`src/rtl/gda_pkg.sv`:
```
// shared constants, types and calendar helpers for the date advance block
package gda_pkg;

    localparam int YEAR_BITS = 15;
    localparam int MODE_W    = 3;
    localparam int COUNT_W   = 15;
    localparam int DAY_W     = 5;
    localparam int MONTH_W   = 4;

    // day count for week mode is count * 7
    localparam int N_W    = COUNT_W + 3;
    // count * 100 for century mode
    localparam int PROD_W = COUNT_W + 7;
    localparam int SUM_W  = ((YEAR_BITS > PROD_W) ? YEAR_BITS : PROD_W) + 1;
    // divider covers both the year and the month total (month index plus count)
    localparam int DIV_W  = (YEAR_BITS > COUNT_W + 1) ? YEAR_BITS : COUNT_W + 1;
    localparam int DIVR_W = 9;

    // reciprocals for 400 = 16 * 25 and 12 = 4 * 3, exact over the whole dividend range
    localparam int RECIP_W = DIV_W + 1;
    localparam logic [RECIP_W-1:0] RECIP_25 =
        RECIP_W'(((64'd1 << RECIP_W) + 64'd24) / 64'd25);
    localparam logic [RECIP_W-1:0] RECIP_3  =
        RECIP_W'(((64'd1 << RECIP_W) + 64'd2) / 64'd3);

    localparam logic [YEAR_BITS-1:0] YEAR_MAX      = '1;
    localparam logic [DIVR_W-1:0]    DIVISOR_CYCLE = DIVR_W'(400);
    localparam logic [DIVR_W-1:0]    DIVISOR_YEAR  = DIVR_W'(12);
    localparam logic [MONTH_W-1:0]   MONTH_JAN     = MONTH_W'(1);
    localparam logic [MONTH_W-1:0]   MONTH_DEC     = MONTH_W'(12);
    localparam logic [DAY_W-1:0]     DAY_FIRST     = DAY_W'(1);
    localparam logic [DAY_W-1:0]     DAY_LAST_DEC  = DAY_W'(31);
    localparam logic [DAY_W-1:0]     DAY_SAFE      = DAY_W'(28);
    localparam logic [2:0]           DAYS_PER_WEEK = 3'd7;
    localparam logic [6:0]           YEARS_DECADE  = 7'd10;
    localparam logic [6:0]           YEARS_CENTURY = 7'd100;

    typedef enum logic [MODE_W-1:0] {
        MODE_DAYS      = 3'd0,
        MODE_WEEKS     = 3'd1,
        MODE_MONTHS    = 3'd2,
        MODE_YEARS     = 3'd3,
        MODE_DECADES   = 3'd4,
        MODE_CENTURIES = 3'd5
    } mode_t;

    typedef enum logic [3:0] {
        S_IDLE,
        S_MOD,
        S_CHECK,
        S_DAY,
        S_MCLAMP,
        S_MDIV,
        S_YMUL,
        S_YADD,
        S_OUT
    } state_t;

    typedef struct packed {
        logic                start;
        logic [DIV_W-1:0]    dividend;
        logic [DIVR_W-1:0]   divisor;
    } div_req_t;

    typedef struct packed {
        logic                done;
        logic [DIV_W-1:0]    quo;
        logic [DIVR_W-1:0]   rem;
    } div_rsp_t;

    // leap from the low year bits and the year modulo 400
    function automatic logic is_leap(input logic [1:0] ylow, input logic [DIVR_W-1:0] r400);
        return (ylow == 2'd0) && (r400 != DIVR_W'(100)) && (r400 != DIVR_W'(200))
               && (r400 != DIVR_W'(300));
    endfunction

    function automatic logic [DIVR_W-1:0] r400_inc(input logic [DIVR_W-1:0] r400);
        return (r400 == DIVR_W'(399)) ? '0 : r400 + 1'b1;
    endfunction

    function automatic logic [DAY_W-1:0] month_days(input logic [MONTH_W-1:0] m,
                                                    input logic leap);
        logic [DAY_W-1:0] len;
        case (m)
            4'd1, 4'd3, 4'd5, 4'd7, 4'd8, 4'd10, 4'd12: len = 5'd31;
            4'd4, 4'd6, 4'd9, 4'd11:                     len = 5'd30;
            4'd2:                                        len = leap ? 5'd29 : 5'd28;
            default:                                     len = 5'd0;
        endcase
        return len;
    endfunction

endpackage

```
`src/rtl/gregorian_date_advance.sv`:
```
// gregorian date advance: sequencer around a shared reciprocal divider
//
// one item in, one item out. the input channel (in_valid / in_stall) takes a
// mode, a count and a starting date; the output channel (out_valid / out_stall)
// returns the advanced date with the overflow and bad-date flags.
// the block handles one item at a time: in_stall is high from acceptance
// until the result has been taken.
// every item first splits the year by 400 in the divider for the leap rule and
// then passes a check state, from which a bad date or a spare mode code goes
// straight to the output.
// days and weeks: the date walks forward a month boundary at a time, then the
// remaining days are added to the day.
// months: single-month clamp steps while the day is above 28, then the
// month total is split by 12 in the divider.
// years, decades, centuries: a multiply state and then an add state.
// the result sits in registers with out_valid high for as long as out_stall
// holds it; the next item is taken the cycle after it leaves.
// reset returns the sequencer to idle and drops out_valid; no clearing pass.
module gregorian_date_advance
    import gda_pkg::*;
(
    input  logic                 clk,
    input  logic                 rst_n,
    input  logic                 in_valid,
    output logic                 in_stall,
    input  logic [MODE_W-1:0]    mode,
    input  logic [COUNT_W-1:0]   count,
    input  logic [DAY_W-1:0]     day_in,
    input  logic [MONTH_W-1:0]   month_in,
    input  logic [YEAR_BITS-1:0] year_in,
    output logic                 out_valid,
    input  logic                 out_stall,
    output logic [DAY_W-1:0]     day_out,
    output logic [MONTH_W-1:0]   month_out,
    output logic [YEAR_BITS-1:0] year_out,
    output logic                 year_overflow,
    output logic                 bad_date
);

    state_t               state_reg, state_next;
    logic [MODE_W-1:0]    mode_reg, mode_next;
    logic [COUNT_W-1:0]   cnt_reg, cnt_next;
    logic [DAY_W-1:0]     d_reg, d_next;
    logic [MONTH_W-1:0]   m_reg, m_next;
    logic [YEAR_BITS-1:0] y_reg, y_next;
    logic [N_W-1:0]       n_reg, n_next;
    logic [DIVR_W-1:0]    r400_reg, r400_next;
    logic [PROD_W-1:0]    prod_reg, prod_next;
    logic                 ovf_reg, ovf_next;
    logic                 bad_reg, bad_next;

    div_req_t             div_req;
    div_rsp_t             div_rsp;

    logic [DAY_W-1:0]     dim_cur;
    logic [DAY_W-1:0]     left;
    logic                 at_max;
    logic                 wrap;
    logic [MONTH_W-1:0]   nm;
    logic [YEAR_BITS-1:0] ny;
    logic [DIVR_W-1:0]    nr;
    logic [DAY_W-1:0]     dim_new;
    logic [DIV_W-1:0]     total;
    logic [DIV_W:0]       q_sum;
    logic [SUM_W-1:0]     y_sum;
    logic [6:0]           mul_k;

    gda_div u_div (
        .clk   (clk),
        .rst_n (rst_n),
        .req   (div_req),
        .rsp   (div_rsp)
    );

    always_comb
    begin
        dim_cur = month_days(m_reg, is_leap(y_reg[1:0], r400_reg));
        left    = dim_cur - d_reg;
        at_max  = (y_reg == YEAR_MAX);
        wrap    = (m_reg == MONTH_DEC);
        // the month after the current one
        nm      = wrap ? MONTH_JAN : m_reg + 1'b1;
        ny      = wrap ? y_reg + 1'b1 : y_reg;
        nr      = wrap ? r400_inc(r400_reg) : r400_reg;
        dim_new = month_days(nm, is_leap(ny[1:0], nr));
        total   = DIV_W'(m_reg - 1'b1) + DIV_W'(n_reg[COUNT_W-1:0]);
        q_sum   = (DIV_W + 1)'(y_reg) + (DIV_W + 1)'(div_rsp.quo);
        y_sum   = SUM_W'(y_reg) + SUM_W'(prod_reg);

        case (mode_t'(mode_reg))
            MODE_DECADES:   mul_k = YEARS_DECADE;
            MODE_CENTURIES: mul_k = YEARS_CENTURY;
            default:        mul_k = 7'd1;
        endcase

        state_next = state_reg;
        mode_next  = mode_reg;
        cnt_next   = cnt_reg;
        d_next     = d_reg;
        m_next     = m_reg;
        y_next     = y_reg;
        n_next     = n_reg;
        r400_next  = r400_reg;
        prod_next  = prod_reg;
        ovf_next   = ovf_reg;
        bad_next   = bad_reg;
        div_req    = '0;
        in_stall   = 1'b1;
        out_valid  = 1'b0;

        case (state_reg)
            S_IDLE:
            begin
                in_stall = 1'b0;
                if (in_valid)
                begin
                    mode_next        = mode;
                    cnt_next         = count;
                    d_next           = day_in;
                    m_next           = month_in;
                    y_next           = year_in;
                    ovf_next         = 1'b0;
                    bad_next         = 1'b0;
                    div_req.start    = 1'b1;
                    div_req.dividend = DIV_W'(year_in);
                    div_req.divisor  = DIVISOR_CYCLE;
                    state_next       = S_MOD;
                end
            end

            S_MOD:
            begin
                if (div_rsp.done)
                begin
                    r400_next  = div_rsp.rem;
                    state_next = S_CHECK;
                end
            end

            S_CHECK:
            begin
                if ((m_reg == '0) || (m_reg > MONTH_DEC) || (d_reg == '0) || (d_reg > dim_cur))
                begin
                    bad_next   = 1'b1;
                    state_next = S_OUT;
                end
                else
                begin
                    case (mode_t'(mode_reg))
                        MODE_DAYS:
                        begin
                            n_next     = N_W'(cnt_reg);
                            state_next = S_DAY;
                        end
                        MODE_WEEKS:
                        begin
                            n_next     = N_W'(cnt_reg) * N_W'(DAYS_PER_WEEK);
                            state_next = S_DAY;
                        end
                        MODE_MONTHS:
                        begin
                            n_next     = N_W'(cnt_reg);
                            state_next = S_MCLAMP;
                        end
                        MODE_YEARS, MODE_DECADES, MODE_CENTURIES:
                        begin
                            state_next = S_YMUL;
                        end
                        default:
                        begin
                            state_next = S_OUT;
                        end
                    endcase
                end
            end

            // one month boundary per cycle
            S_DAY:
            begin
                if (n_reg <= N_W'(left))
                begin
                    d_next     = d_reg + n_reg[DAY_W-1:0];
                    state_next = S_OUT;
                end
                else
                begin
                    n_next = n_reg - N_W'(left) - 1'b1;
                    d_next = DAY_FIRST;
                    if (wrap && at_max)
                    begin
                        ovf_next   = 1'b1;
                        d_next     = DAY_LAST_DEC;
                        state_next = S_OUT;
                    end
                    else
                    begin
                        m_next    = nm;
                        y_next    = ny;
                        r400_next = nr;
                    end
                end
            end

            // single months while the day can still be clamped
            S_MCLAMP:
            begin
                if (n_reg == '0)
                begin
                    state_next = S_OUT;
                end
                else if (d_reg <= DAY_SAFE)
                begin
                    div_req.start    = 1'b1;
                    div_req.dividend = total;
                    div_req.divisor  = DIVISOR_YEAR;
                    state_next       = S_MDIV;
                end
                else if (wrap && at_max)
                begin
                    ovf_next   = 1'b1;
                    d_next     = DAY_LAST_DEC;
                    state_next = S_OUT;
                end
                else
                begin
                    m_next    = nm;
                    y_next    = ny;
                    r400_next = nr;
                    d_next    = (d_reg > dim_new) ? dim_new : d_reg;
                    n_next    = n_reg - 1'b1;
                end
            end

            S_MDIV:
            begin
                if (div_rsp.done)
                begin
                    if (q_sum > (DIV_W + 1)'(YEAR_MAX))
                    begin
                        ovf_next = 1'b1;
                        d_next   = DAY_LAST_DEC;
                        m_next   = MONTH_DEC;
                        y_next   = YEAR_MAX;
                    end
                    else
                    begin
                        y_next = q_sum[YEAR_BITS-1:0];
                        m_next = div_rsp.rem[MONTH_W-1:0] + 1'b1;
                    end
                    state_next = S_OUT;
                end
            end

            S_YMUL:
            begin
                prod_next  = PROD_W'(cnt_reg) * PROD_W'(mul_k);
                state_next = S_YADD;
            end

            S_YADD:
            begin
                if (y_sum > SUM_W'(YEAR_MAX))
                begin
                    ovf_next = 1'b1;
                    y_next   = YEAR_MAX;
                end
                else
                begin
                    y_next = y_sum[YEAR_BITS-1:0];
                end
                state_next = S_OUT;
            end

            S_OUT:
            begin
                out_valid = 1'b1;
                if (!out_stall)
                begin
                    state_next = S_IDLE;
                end
            end

            default:
            begin
                state_next = S_IDLE;
            end
        endcase
    end

    always_ff @(posedge clk or negedge rst_n)
    begin
        if (!rst_n)
        begin
            state_reg <= S_IDLE;
        end
        else
        begin
            state_reg <= state_next;
        end
    end

    always_ff @(posedge clk)
    begin
        mode_reg <= mode_next;
        cnt_reg  <= cnt_next;
        d_reg    <= d_next;
        m_reg    <= m_next;
        y_reg    <= y_next;
        n_reg    <= n_next;
        r400_reg <= r400_next;
        prod_reg <= prod_next;
        ovf_reg  <= ovf_next;
        bad_reg  <= bad_next;
    end

    assign day_out       = d_reg;
    assign month_out     = m_reg;
    assign year_out      = y_reg;
    assign year_overflow = ovf_reg;
    assign bad_date      = bad_reg;

    // an overflowed result always carries the saturated year
    a_ovf_sat: assert property (@(posedge clk) disable iff (!rst_n)
        out_valid && year_overflow |-> year_out == YEAR_MAX)
        else $error("overflow without saturated year");

    // the two flags never come together
    a_flags_excl: assert property (@(posedge clk) disable iff (!rst_n)
        out_valid |-> !(year_overflow && bad_date))
        else $error("overflow and bad date both set");

    // a good date leaves with a month in 1..12 and a day of at least 1
    a_date_range: assert property (@(posedge clk) disable iff (!rst_n)
        out_valid && !bad_date |-> month_out >= MONTH_JAN && month_out <= MONTH_DEC
                                   && day_out >= DAY_FIRST)
        else $error("result date out of range");

    // the divider answers only while the sequencer waits for it
    a_div_wait: assert property (@(posedge clk) disable iff (!rst_n)
        div_rsp.done |-> state_reg == S_MOD || state_reg == S_MDIV)
        else $error("divider result with nobody waiting");

    // a new item never produces its result on the next edge
    a_min_latency: assert property (@(posedge clk) disable iff (!rst_n)
        in_valid && !in_stall |=> !out_valid)
        else $error("result too early");

endmodule

```
`src/rtl/gda_div.sv`:
```
// divider by 400 or 12 on one shared multiplier: reciprocal quotient, then remainder
module gda_div
    import gda_pkg::*;
(
    input  logic     clk,
    input  logic     rst_n,
    input  div_req_t req,
    output div_rsp_t rsp
);

    logic                     busy_reg, busy_next;
    logic                     phase_reg, phase_next;
    logic                     done_reg, done_next;
    logic                     cyc_reg, cyc_next;
    logic [DIV_W-1:0]         dvd_reg, dvd_next;
    logic [DIV_W-1:0]         quo_reg, quo_next;
    logic [DIVR_W-1:0]        rem_reg, rem_next;
    logic [DIVR_W-1:0]        dsr_reg, dsr_next;

    logic [DIV_W-1:0]         mul_a;
    logic [RECIP_W-1:0]       mul_b;
    logic [DIV_W+RECIP_W-1:0] prod;
    logic [DIV_W-1:0]         diff;

    always_comb
    begin
        // first pass: shifted dividend times reciprocal, second pass: quotient times divisor
        mul_a = cyc_reg ? (dvd_reg >> 4) : (dvd_reg >> 2);
        mul_b = cyc_reg ? RECIP_25 : RECIP_3;
        if (phase_reg)
        begin
            mul_a = quo_reg;
            mul_b = RECIP_W'(dsr_reg);
        end
        prod = (DIV_W + RECIP_W)'(mul_a) * (DIV_W + RECIP_W)'(mul_b);
        diff = dvd_reg - prod[DIV_W-1:0];

        busy_next  = busy_reg;
        phase_next = phase_reg;
        done_next  = 1'b0;
        cyc_next   = cyc_reg;
        dvd_next   = dvd_reg;
        quo_next   = quo_reg;
        rem_next   = rem_reg;
        dsr_next   = dsr_reg;

        if (req.start)
        begin
            busy_next  = 1'b1;
            phase_next = 1'b0;
            cyc_next   = (req.divisor == DIVISOR_CYCLE);
            dvd_next   = req.dividend;
            dsr_next   = req.divisor;
        end
        else if (busy_reg)
        begin
            if (!phase_reg)
            begin
                quo_next   = prod[DIV_W+RECIP_W-1:RECIP_W];
                phase_next = 1'b1;
            end
            else
            begin
                rem_next   = diff[DIVR_W-1:0];
                phase_next = 1'b0;
                busy_next  = 1'b0;
                done_next  = 1'b1;
            end
        end
    end

    always_ff @(posedge clk or negedge rst_n)
    begin
        if (!rst_n)
        begin
            busy_reg  <= 1'b0;
            phase_reg <= 1'b0;
            done_reg  <= 1'b0;
        end
        else
        begin
            busy_reg  <= busy_next;
            phase_reg <= phase_next;
            done_reg  <= done_next;
        end
    end

    always_ff @(posedge clk)
    begin
        cyc_reg <= cyc_next;
        dvd_reg <= dvd_next;
        quo_reg <= quo_next;
        rem_reg <= rem_next;
        dsr_reg <= dsr_next;
    end

    assign rsp.done = done_reg;
    assign rsp.quo  = quo_reg;
    assign rsp.rem  = rem_reg;

endmodule
```
`config.mk`:
```
export PLATFORM = sky130hd
export DESIGN_NAME = gregorian_date_advance
export DESIGN_NICKNAME = d
export VERILOG_FILES = /design/src/rtl/gda_pkg.sv /design/src/rtl/gregorian_date_advance.sv /design/src/rtl/gda_div.sv
export SDC_FILE = /design/constraint.sdc
export NUM_CORES = 1
export LEC_CHECK = 0
export ABC_AREA = 1
export BUFFER_PORTS_ARGS = -buffer_cell sky130_fd_sc_hd__buf_2
export CAP_MARGIN = 20
export CORE_MARGIN = 2
export CORE_UTILIZATION = 55
export CTS_BUF_LIST = sky130_fd_sc_hd__clkbuf_4 sky130_fd_sc_hd__clkbuf_8
export CTS_CLUSTER_SIZE = 8
export DETAILED_ROUTE_END_ITERATION = 7
export GPL_TIMING_DRIVEN = 0
export PLACE_DENSITY = 0.77
export SYNTH_ARGS = -nofsm -noshare
export SYNTH_HDL_FRONTEND = slang
export SYNTH_SLANG_ARGS = --single-unit
```
`constraint.sdc`:
```
create_clock -name clk -period 8.05 [get_ports clk]
set_input_delay 1.2075 -clock clk [delete_from_list [all_inputs] [get_ports clk]]
set_output_delay 1.2075 -clock clk [all_outputs]
set_load 0.01 [all_outputs]
```
==> results.toml, run 1 <==
[grt]
grt_pass1_wl_um = 105000
grt_max_degree = 28
grt_use_total_pct = 31.2
antenna_found_initial = 1
grt-ovfl-total = 0
grt_pass1_vias = 19500

[routing]
drc = 0
ant_nets = 0
wl_per_cell_um = 18.8
drtIter0Drc = 1967
vias = 19900
firstDrtPassIters = 5
wl_um = 66300
avgViaCountPerCell = 5.64

[timing]
drv_slew = 0
min_period_ns = 7.57
relSlewSlack_pct = 28.8
worstMarginPinSlew_ns = 1.07
setup_violations = 0
fmax_mhz = 132
worst_slack_ns = 0.484
period_share_pct = 94.0
fin_setup_tns_ns = 0
grt_setup_unrepaired = "false"
fin_skew_ns = 0.0123
hold_violations = 0

[die]
initial_core_util_pct = 55.7
dieWidth_um = 207
dieArea_mm2 = 0.0429
die_h_um = 207
ios = 74
core-area_mm2 = 0.0407
rows = 74

[clock_tree]
cts_root_buf = "clkbuf_8"
clockBufferDepth = 2
path_clk_slew_ns = 0.09
htreeDepth = 4
clock_latency_ns = 0.49
cts_buffers = 17
post_cts_buffers = 0
clkSinkCount = 143
cts_tree = "yes"

[logic_synthesis]
yosys_warnings = 0
synth_area_mm2 = 0.0227
netlist_instances = 2876
synth_ff_type = "edfxtp_1"
synth_area_per_cell_um2 = 7.89
yosysSeqAreaShare_pct = 18.8
synth_cell_type_count = 61
ys_ff_latch = 143
synth-async-reset-ratio_pct = 4.90
synth_edf_count = 136

[critical_path]
endpoint_kind = "register"
worstSetupStartpointType = "register"
worstPathArrival_ns = 7.80
required_ns = 8.28
cp_max_fo = 10
max_stage_delay_ns = 0.56
crit_path_top_delay_cell = "fa_1"
crit_top_cell = "inv_1"
criticalPathCategory = "register to register"

[job]
max_cap_viol_count = 0

[finish]
largest_reg_flops = 22
area_growth_pct = 6.75
drive_gt1_share_pct = 6.40
fillers = 3766
layout.nets = 3545
regArea_mm2 = 0.00426
multi_input_area_mm2 = 0.0160

[placed_design]
io_buffer_count = 73
dp_hpwl_um = 56900
post-place-ws_ns = 0.418
place_congestion = 1.02

[outcome]
status = "completed"

[worst_hold_path]
holdCritPathClass = "register to register"
path summary, 6_finish.rpt:
kind	startpoint	endpoint	slack, ns	cells past startpoint
setup / recovery	u_div.cyc_reg	u_div.quo_reg[12]	0.48	29
hold / removal	u_div.busy_reg	u_div.phase_reg	0.51	1
setup reg to reg	u_div.cyc_reg	u_div.quo_reg[12]	0.48	29
hold reg to reg	u_div.busy_reg	u_div.phase_reg	0.51	1
max in group asynchronous	rst_n	state_reg[1]	7.32	1
min in group asynchronous	rst_n	u_div.busy_reg	0.55	1
cell families (layout without fill, tap and decap cells):
kind of cell / after synthesis / count (layout) / synth area share [%]
AO/OA/AOI/OAI: 419 / 419 / 10.9
XOR/XNOR: 100 / 100 / 3.86
adder cells (fa/ha/maj): 511 / 511 / 36.0
buffers and inverters: 673 / 783 / 11.3
flip-flops: 143 / 143 / 18.8
other: 2 / 18 / 0.0331
AND/OR/NAND/NOR: 1028 / 1028 / 19.2
stage by stage:
stage | hold slack, ns | cells | util, % | instance area, um2
2_1_floorplan | 0.457 | 2891 | - | 22700
3_3_place_gp | 0.475 | 3496 | 58.3 | 23800
3_5_place_dp | 0.488 | 3500 | 58.5 | 23800
4_1_cts | 0.500 | 3532 | 59.4 | 24200
5_1_grt | 0.517 | 3534 | 59.4 | 24200
6_report | 0.505 | 3534 | 59.4 | 24200
final cells by class:
class	count	area share, %
multi-input cells	2075	65.9
flip-flops and latches	143	17.6
inverters	638	9.89
well taps	532	2.75
repair buffers	78	1.73
clock buffers	19	1.03
plain buffers	35	0.656
clock inverters	13	0.481
diodes	1	0.0103
critical path, delay by kind of cell (launching register included):
| kind | cells | cell delay [ns] |
|---|---|---|
| fa+ha+maj | 7 | 3.48 |
| buf+inv | 9 | 1.10 |
| simple gates | 5 | 1.11 |
| flops | 1 | 0.36 |
| xor+xnor | 1 | 0.16 |
| compound gates | 7 | 1.09 |
per-layer routing:
layer	global-route usage, %	wire (um)	vias to the layer above
li1	-	-	9420
met1	44.6	29100	9559
met2	48.4	29200	850
met3	5.09	5640	112
met4	10.5	2280	0
met5	0	0	-
what timing repair did:
action | 4_1_cts | 5_1_grt
endpoints found under the setup margin | 0 | 2
hold endpoints to repair | 0 | 0
hold buffers | 0 | 0
gates resized for setup | 0 | 5
synth_stat cells (7+ instances only):
cell	instances	share of area, %
nand4_1	27	0.74
fa_1	237	21
nor3_1	31	0.68
o21ai_0	106	2.3
a21oi_1	175	3.9
edfxtp_1	136	18
or2_2	8	0.22
nand3_1	142	3.1
ha_1	274	15
buf_2	16	0.35
xor2_1	72	2.8
o21ai_2	9	0.35
xnor2_1	28	1.1
nand2_2	8	0.22
a21o_1	21	0.70
clkbuf_1	14	0.23
o21bai_1	11	0.36
inv_1	628	10
o21a_1	9	0.30
a31oi_1	11	0.30
nor2_1	257	4.3
nor2_2	9	0.25
nor4_1	8	0.22
o21ai_1	10	0.22
dfrtp_1	7	0.77
o211ai_1	12	0.40
nand2_1	511	8.5
placed cells by master (no fill, tap or decap), types with 6 or more instances in the layout:
master / Yosys / routed
inv_1: 628 / 628
nand2_1: 511 / 511
ha_1: 274 / 274
nor2_1: 257 / 253
fa_1: 237 / 237
a21oi_1: 175 / 174
nand3_1: 142 / 142
edfxtp_1: 136 / 136
o21ai_0: 106 / 105
buf_2: 16 / 89
xor2_1: 72 / 72
nor3_1: 31 / 30
xnor2_1: 28 / 28
nand4_1: 27 / 27
a21o_1: 21 / 21
conb_1: 2 / 17
clkbuf_8: 0 / 17
clkbuf_1: 14 / 14
nor2_2: 9 / 13
o211ai_1: 12 / 12
o21bai_1: 11 / 11
a31oi_1: 11 / 11
o21ai_1: 10 / 11
o21ai_2: 9 / 9
o21a_1: 9 / 9
nand2_2: 8 / 8
nor4_1: 8 / 8
or2_2: 8 / 8
dfrtp_1: 7 / 7
nand3b_1: 6 / 6
inv_2: 6 / 6
a21boi_0: 6 / 6
Power of run 1 is not shown: default switching activity piles up to over one toggle a cycle in this logic, so the estimate is an artifact.
==> inputs of run 2 (changes only) <==
--- a/config.mk
+++ b/config.mk
@@ -5,16 +5,17 @@
 export SDC_FILE = /design/constraint.sdc
 export NUM_CORES = 1
 export LEC_CHECK = 0
-export ABC_AREA = 1
 export BUFFER_PORTS_ARGS = -buffer_cell sky130_fd_sc_hd__buf_2
 export CAP_MARGIN = 20
+export CELL_PAD_IN_SITES_DETAIL_PLACEMENT = 0
+export CELL_PAD_IN_SITES_GLOBAL_PLACEMENT = 1
 export CORE_MARGIN = 2
-export CORE_UTILIZATION = 55
+export CORE_UTILIZATION = 52
 export CTS_BUF_LIST = sky130_fd_sc_hd__clkbuf_4 sky130_fd_sc_hd__clkbuf_8
 export CTS_CLUSTER_SIZE = 8
 export DETAILED_ROUTE_END_ITERATION = 7
 export GPL_TIMING_DRIVEN = 0
-export PLACE_DENSITY = 0.77
+export PLACE_DENSITY = 0.9
 export SYNTH_ARGS = -nofsm -noshare
 export SYNTH_HDL_FRONTEND = slang
 export SYNTH_SLANG_ARGS = --single-unit
==> run 2 against run 1 <==
  * Clock-buffer cell count decreased by 1
  * Via count decreased by 14%
  * Fmax decreased by 2.4%
  * Largest cell class unchanged
  * Critical path depth decreased by 4
  * Clock skew increased by 0.017 ns
  * Setup slack got worse by 0.19 ns
  * Routed wire length decreased by 12%
  * Hold slack improved by 0.0082 ns
  * Global-route usage decreased by 3.4 points
  * Final cell count decreased by 16%
  * Non-clock buffer count increased by 18
==> results.toml, run 2 <==
[routing]
wl_per_cell_um = 19.5
ant_nets = 0
avgViaCountPerCell = 5.78
drc = 0
drtIter0Drc = 1370
vias = 17200
wl_um = 58100
firstDrtPassIters = 7

[logic_synthesis]
synth_top_area_share_pct = 22.0
synthTopCellsByCount = "inv_1 (382), ha_1 (274), fa_1 (237)"
netlist_instances = 2313
yosys.area.top_type = "fa_1"
yosysMostFrequentCell = "inv_1"
synth_area_mm2 = 0.0215
synth-async-reset-ratio_pct = 4.90
synth_ff_type = "edfxtp_1"
synth_edf_count = 136
synth_area_per_cell_um2 = 9.30
ys_ff_latch = 143
synth_cell_type_count = 92
yosys_warnings = 0
yosysSeqAreaShare_pct = 19.8
synth.area.top_cells = "fa_1 (22%), edfxtp_1 (19%), ha_1 (16%)"

[critical_path]
max_stage_delay_ns = 0.56
crit_top_cell = "fa_1"
criticalPathCategory = "register to register"
crit_family = "adder cells"
rrSetupSlack_ns = 0.30
worstSetupStartpointType = "register"
worstPathArrival_ns = 8.00
endpoint_kind = "register"
rr_endpoint = "u_div.quo_reg[13]"
cp_max_fo = 10
r2r_cells = 25
path_buf_inv = 6
r2r_start = "u_div.phase_reg"
required_ns = 8.30
crit_path_top_delay_cell = "fa_1"

[grt]
grt_max_degree = 23
grt_pass1_wl_um = 94500
grt_use_total_pct = 27.8
grt-ovfl-total = 0
antenna_found_initial = 3
grt_pass1_vias = 17600

[clock_tree]
clkSinkCount = 143
cts_root_buf = "clkbuf_8"
cts_buffers = 17
path_clk_slew_ns = 0.11
htreeDepth = 4
clock_latency_ns = 0.53
cts_tree = "yes"
clockBufferDepth = 2

[worst_hold_path]
holdCritPathClass = "primary input to async pin"

[die]
core-area_mm2 = 0.0408
dieWidth_um = 207
ios = 74
rows = 74
die_h_um = 207
initial_core_util_pct = 52.7
dieArea_mm2 = 0.0430

[placed_design]
dp_hpwl_um = 49000
io_buffer_count = 73
placed_area_mm2 = 0.0227
place_congestion = 0.979
dp.cells = 2938

[timing]
setup_violations = 0
drv_slew = 0
hold_violations = 0
fmax_mhz = 129
period_share_pct = 96.3
whs_ns = 0.514
worstMarginPinSlew_ns = 1.09
fin_skew_ns = 0.0289
grt_setup_unrepaired = "false"
min_period_ns = 7.75
relSlewSlack_pct = 27.0
fin_setup_tns_ns = 0

[finish]
drive_gt1_share_pct = 7.08
area_growth_pct = 7.58
mostFrequentLayoutCells = "inv_1 (382), ha_1 (274), fa_1 (237)"
layout.nets = 2986
fin_area_mm2 = 0.0232
stdcell_count = 2975
largest_reg_flops = 22
final_common_cell = "inv_1"

[outcome]
status = "completed"

[job]
max_cap_viol_count = 0
[run 2: layout make-up]
type	instances	area [um2]
Fill cell	3613	17700
Multi-Input combinational cell	1753	15700
Sequential cell	143	4260
Inverter	383	1440
Tap cell	532	666
Timing Repair Buffer	83	463
Clock buffer	18	241
Buffer	48	198
Clock inverter	14	169
Antenna cell	1	2.50
[run 2: worst max path at each step]
stage	from	end	slack, ns	cells past startpoint
2_1_floorplan	u_div.cyc_reg	u_div.quo_reg[13]	1.17	29
3_3_place_gp	u_div.cyc_reg	u_div.quo_reg[13]	0.11	25
3_5_place_dp	u_div.cyc_reg	u_div.quo_reg[13]	-0.08	25
4_1_cts	u_div.cyc_reg	u_div.quo_reg[13]	0.05	25
5_1_grt	u_div.phase_reg	u_div.quo_reg[13]	0.002	25
6_report	u_div.phase_reg	u_div.quo_reg[13]	0.30	25
[run 2: logic make-up (layout without fill, tap and decap cells)]
kind of cell	count (synthesis)	in the layout	synth area share, %
flip-flops	143	143	19.8
multiplexers	11	11	0.512
AO/OA/AOI/OAI	476	476	15.0
AND/OR/NAND/NOR	616	616	14.1
XOR/XNOR	122	122	4.96
other	2	18	0.0349
buffers and inverters	432	546	7.60
adder cells (fa/ha/maj)	511	511	38.0
[run 2: what timing repair did]
action                                  CTS  global route
buffers inserted                          0             4
endpoints found under the setup margin    3             6
hold buffers                              0             0
gates resized for setup                   1             6
[run 2: routing by layer]
metal,GRT usage [%],wire (um),share of wire [%]
met3,4.60,3210,5.5
met1,36.4,24800,43
met5,0,10,0.017
met4,9.06,1730,3.0
met2,47.0,28400,49
[run 2: stage by stage]
stage	util (%)	worst slack, ns
final	56.7	0.295
after detailed placement	55.5	-0.0758
after floorplan	-	1.17
after global routing	56.7	0.00245
after CTS	56.6	0.0544
after global placement	55.4	0.114
Power of run 2 is left out for the same reason.
==> inputs of run 3 (changes only) <==
--- a/config.mk
+++ b/config.mk
@@ -5,7 +5,7 @@
 export SDC_FILE = /design/constraint.sdc
 export NUM_CORES = 1
 export LEC_CHECK = 0
-export BUFFER_PORTS_ARGS = -buffer_cell sky130_fd_sc_hd__buf_2
+export BUFFER_PORTS_ARGS = -buffer_cell sky130_fd_sc_hd__buf_4
 export CAP_MARGIN = 20
 export CELL_PAD_IN_SITES_DETAIL_PLACEMENT = 0
 export CELL_PAD_IN_SITES_GLOBAL_PLACEMENT = 1
==> run 3 against run 2 <==
  * Flip-flop and latch count stayed put
  * Critical path depth increased by 1
  * Fmax rose by 0.60%
  * Hold slack lost 0.0053 ns
  * Register-to-register slack improved by 0.05 ns
  * Routed wire length rose by 0.67%
  * First-iteration DRC count down 16%
  * Die area is the same
  * Final area increased by 0.77%
  * Largest cell class unchanged
==> results.toml, run 3 (synthesis results as in run 2) <==
[timing]
setup_violations = 0
fin_skew_ns = 0.0294
drv_slew = 0
relSlewSlack_pct = 37.3
min_period_ns = 7.71
hold_violations = 0
grt_setup_unrepaired = "true"
worst_slack_ns = 0.341
fmax_mhz = 130
period_share_pct = 95.8
worstMarginPinSlew_ns = 0.933

[finish]
mostFrequentLayoutCells = "inv_1 (382), ha_1 (274), fa_1 (237)"
final_common_cell = "inv_1"
fin_area_mm2 = 0.0233
drive_gt1_share_pct = 7.13
fillers = 3648
largest_reg_flops = 22
layout.nets = 2984
antennaDiodeCount = 0
area_growth_pct = 8.40

[routing]
vias = 17100
drtIter0Drc = 1157
wl_um = 58500
drc = 0
avgViaCountPerCell = 5.76
wl_per_cell_um = 19.7
ant_nets = 0
firstDrtPassIters = 5

[outcome]
status = "completed"

[clock_tree]
cts_buffers = 17
clock_latency_ns = 0.50
cts_tree = "yes"
path_clk_slew_ns = 0.11
clockBufferDepth = 2
htreeDepth = 4
clkSinkCount = 143
cts_root_buf = "clkbuf_8"

[critical_path]
cp_max_fo = 10
endpoint_kind = "register"
startpoint = "u_div.phase_reg"
worstPathArrival_ns = 7.93
r2r_start = "u_div.phase_reg"
required_ns = 8.27
worstSetupStartpointType = "register"
criticalPathCategory = "register to register"

[placed_design]
post-place-ws_ns = 0.0328
io_buffer_count = 73
placed_area_mm2 = 0.0229
place_congestion = 0.961
dp_hpwl_um = 49300

[die]
ios = 74
dieArea_mm2 = 0.0430
initial_core_util_pct = 52.7
dieWidth_um = 207
die_h_um = 207
core-area_mm2 = 0.0408
rows = 74

[job]
max_cap_viol_count = 0

[grt]
grt_pass1_vias = 17900
grt_max_degree = 23
grt_use_total_pct = 27.9
grt_pass1_wl_um = 95000
grt-ovfl-total = 0
antenna_found_initial = 3

[worst_hold_path]
holdCritPathClass = "primary input to async pin"
-- run 3: cell count changes in the layout (fill, tap and decap cells not counted), sizes merged --
cell      delta
clkbuf       +1
clkinvlp     -1
buf          -3
clkinv       +2
diode        -1
inv          -1
-- run 3: cell type report --
class                           instances  area (um2)  area share [%]
Sequential cell                       143        4260            18.3
Clock inverter                         14         170           0.729
Tap cell                              532         666            2.85
Clock buffer                           18         241            1.04
Buffer                                 49         203           0.869
Multi-Input combinational cell       1753       15700            67.4
Inverter                              383        1440            6.16
Timing Repair Buffer                   80         623            2.67
-- run 3: per-stage QoR --
step / util [%] / setup TNS (ns) / hold WS, ns / std cells
after floorplan: - / 0 / 0.484 / 2328
after global routing: 57.1 / -0.00978 / 0.482 / 2972
after global placement: 55.8 / 0 / 0.519 / 2933
after CTS: 57.0 / 0 / 0.489 / 2970
after detailed placement: 56.0 / 0 / 0.526 / 2938
final: 57.1 / 0 / 0.508 / 2972
-- run 3: critical path, stage by stage, from the launching register on --
cell and delay, ns:
dfrtp_1 0.42, clkbuf_1 0.30, clkbuf_1 0.38, nor2b_1 0.57, a21oi_1 0.13, fa_1 0.53, inv_1 0.05, fa_1 0.48
inv_1 0.05, fa_1 0.50, inv_1 0.05, fa_1 0.47, inv_1 0.05, fa_1 0.52, inv_1 0.05, fa_1 0.52
inv_1 0.05, ha_1 0.32, a211oi_1 0.23, o21bai_1 0.11, a21boi_0 0.22, o21ai_2 0.17, a221o_1 0.40, o41ai_4 0.41
o211a_1 0.23, nor4b_1 0.06, nand4b_1 0.17
-- run 3: what timing repair did --
action / in CTS / in global routing
setup buffers: 0 / 1
resized for setup: 1 / 12
pin swaps: 0 / 1
endpoints found under the setup margin: 1 / 4
cloned: 0 / 0
hold buffers: 0 / 0
-- run 3: final timing paths --
path	to	slack, ns	depth (start not counted)
worst max-delay path	u_div.quo_reg[13]	0.34	26
worst min-delay path	state_reg[3]	0.51	1
worst max register to register	u_div.quo_reg[13]	0.34	26
worst min register to register	r400_reg[7]	0.54	2
max in group asynchronous	u_div.busy_reg	7.36	1
min in group clk	r400_reg[7]	0.54	2
-- run 3: layer usage --
layer  GRT usage [%]  part of all wire (%)  wire length (um)
met1            35.8                    42             24700
met4            11.0                   4.1              2380
met2            47.4                    48             28100
met3            4.15                   5.5              3250
met5               0                 0.034                20
Power of run 3 is left out for the same reason.
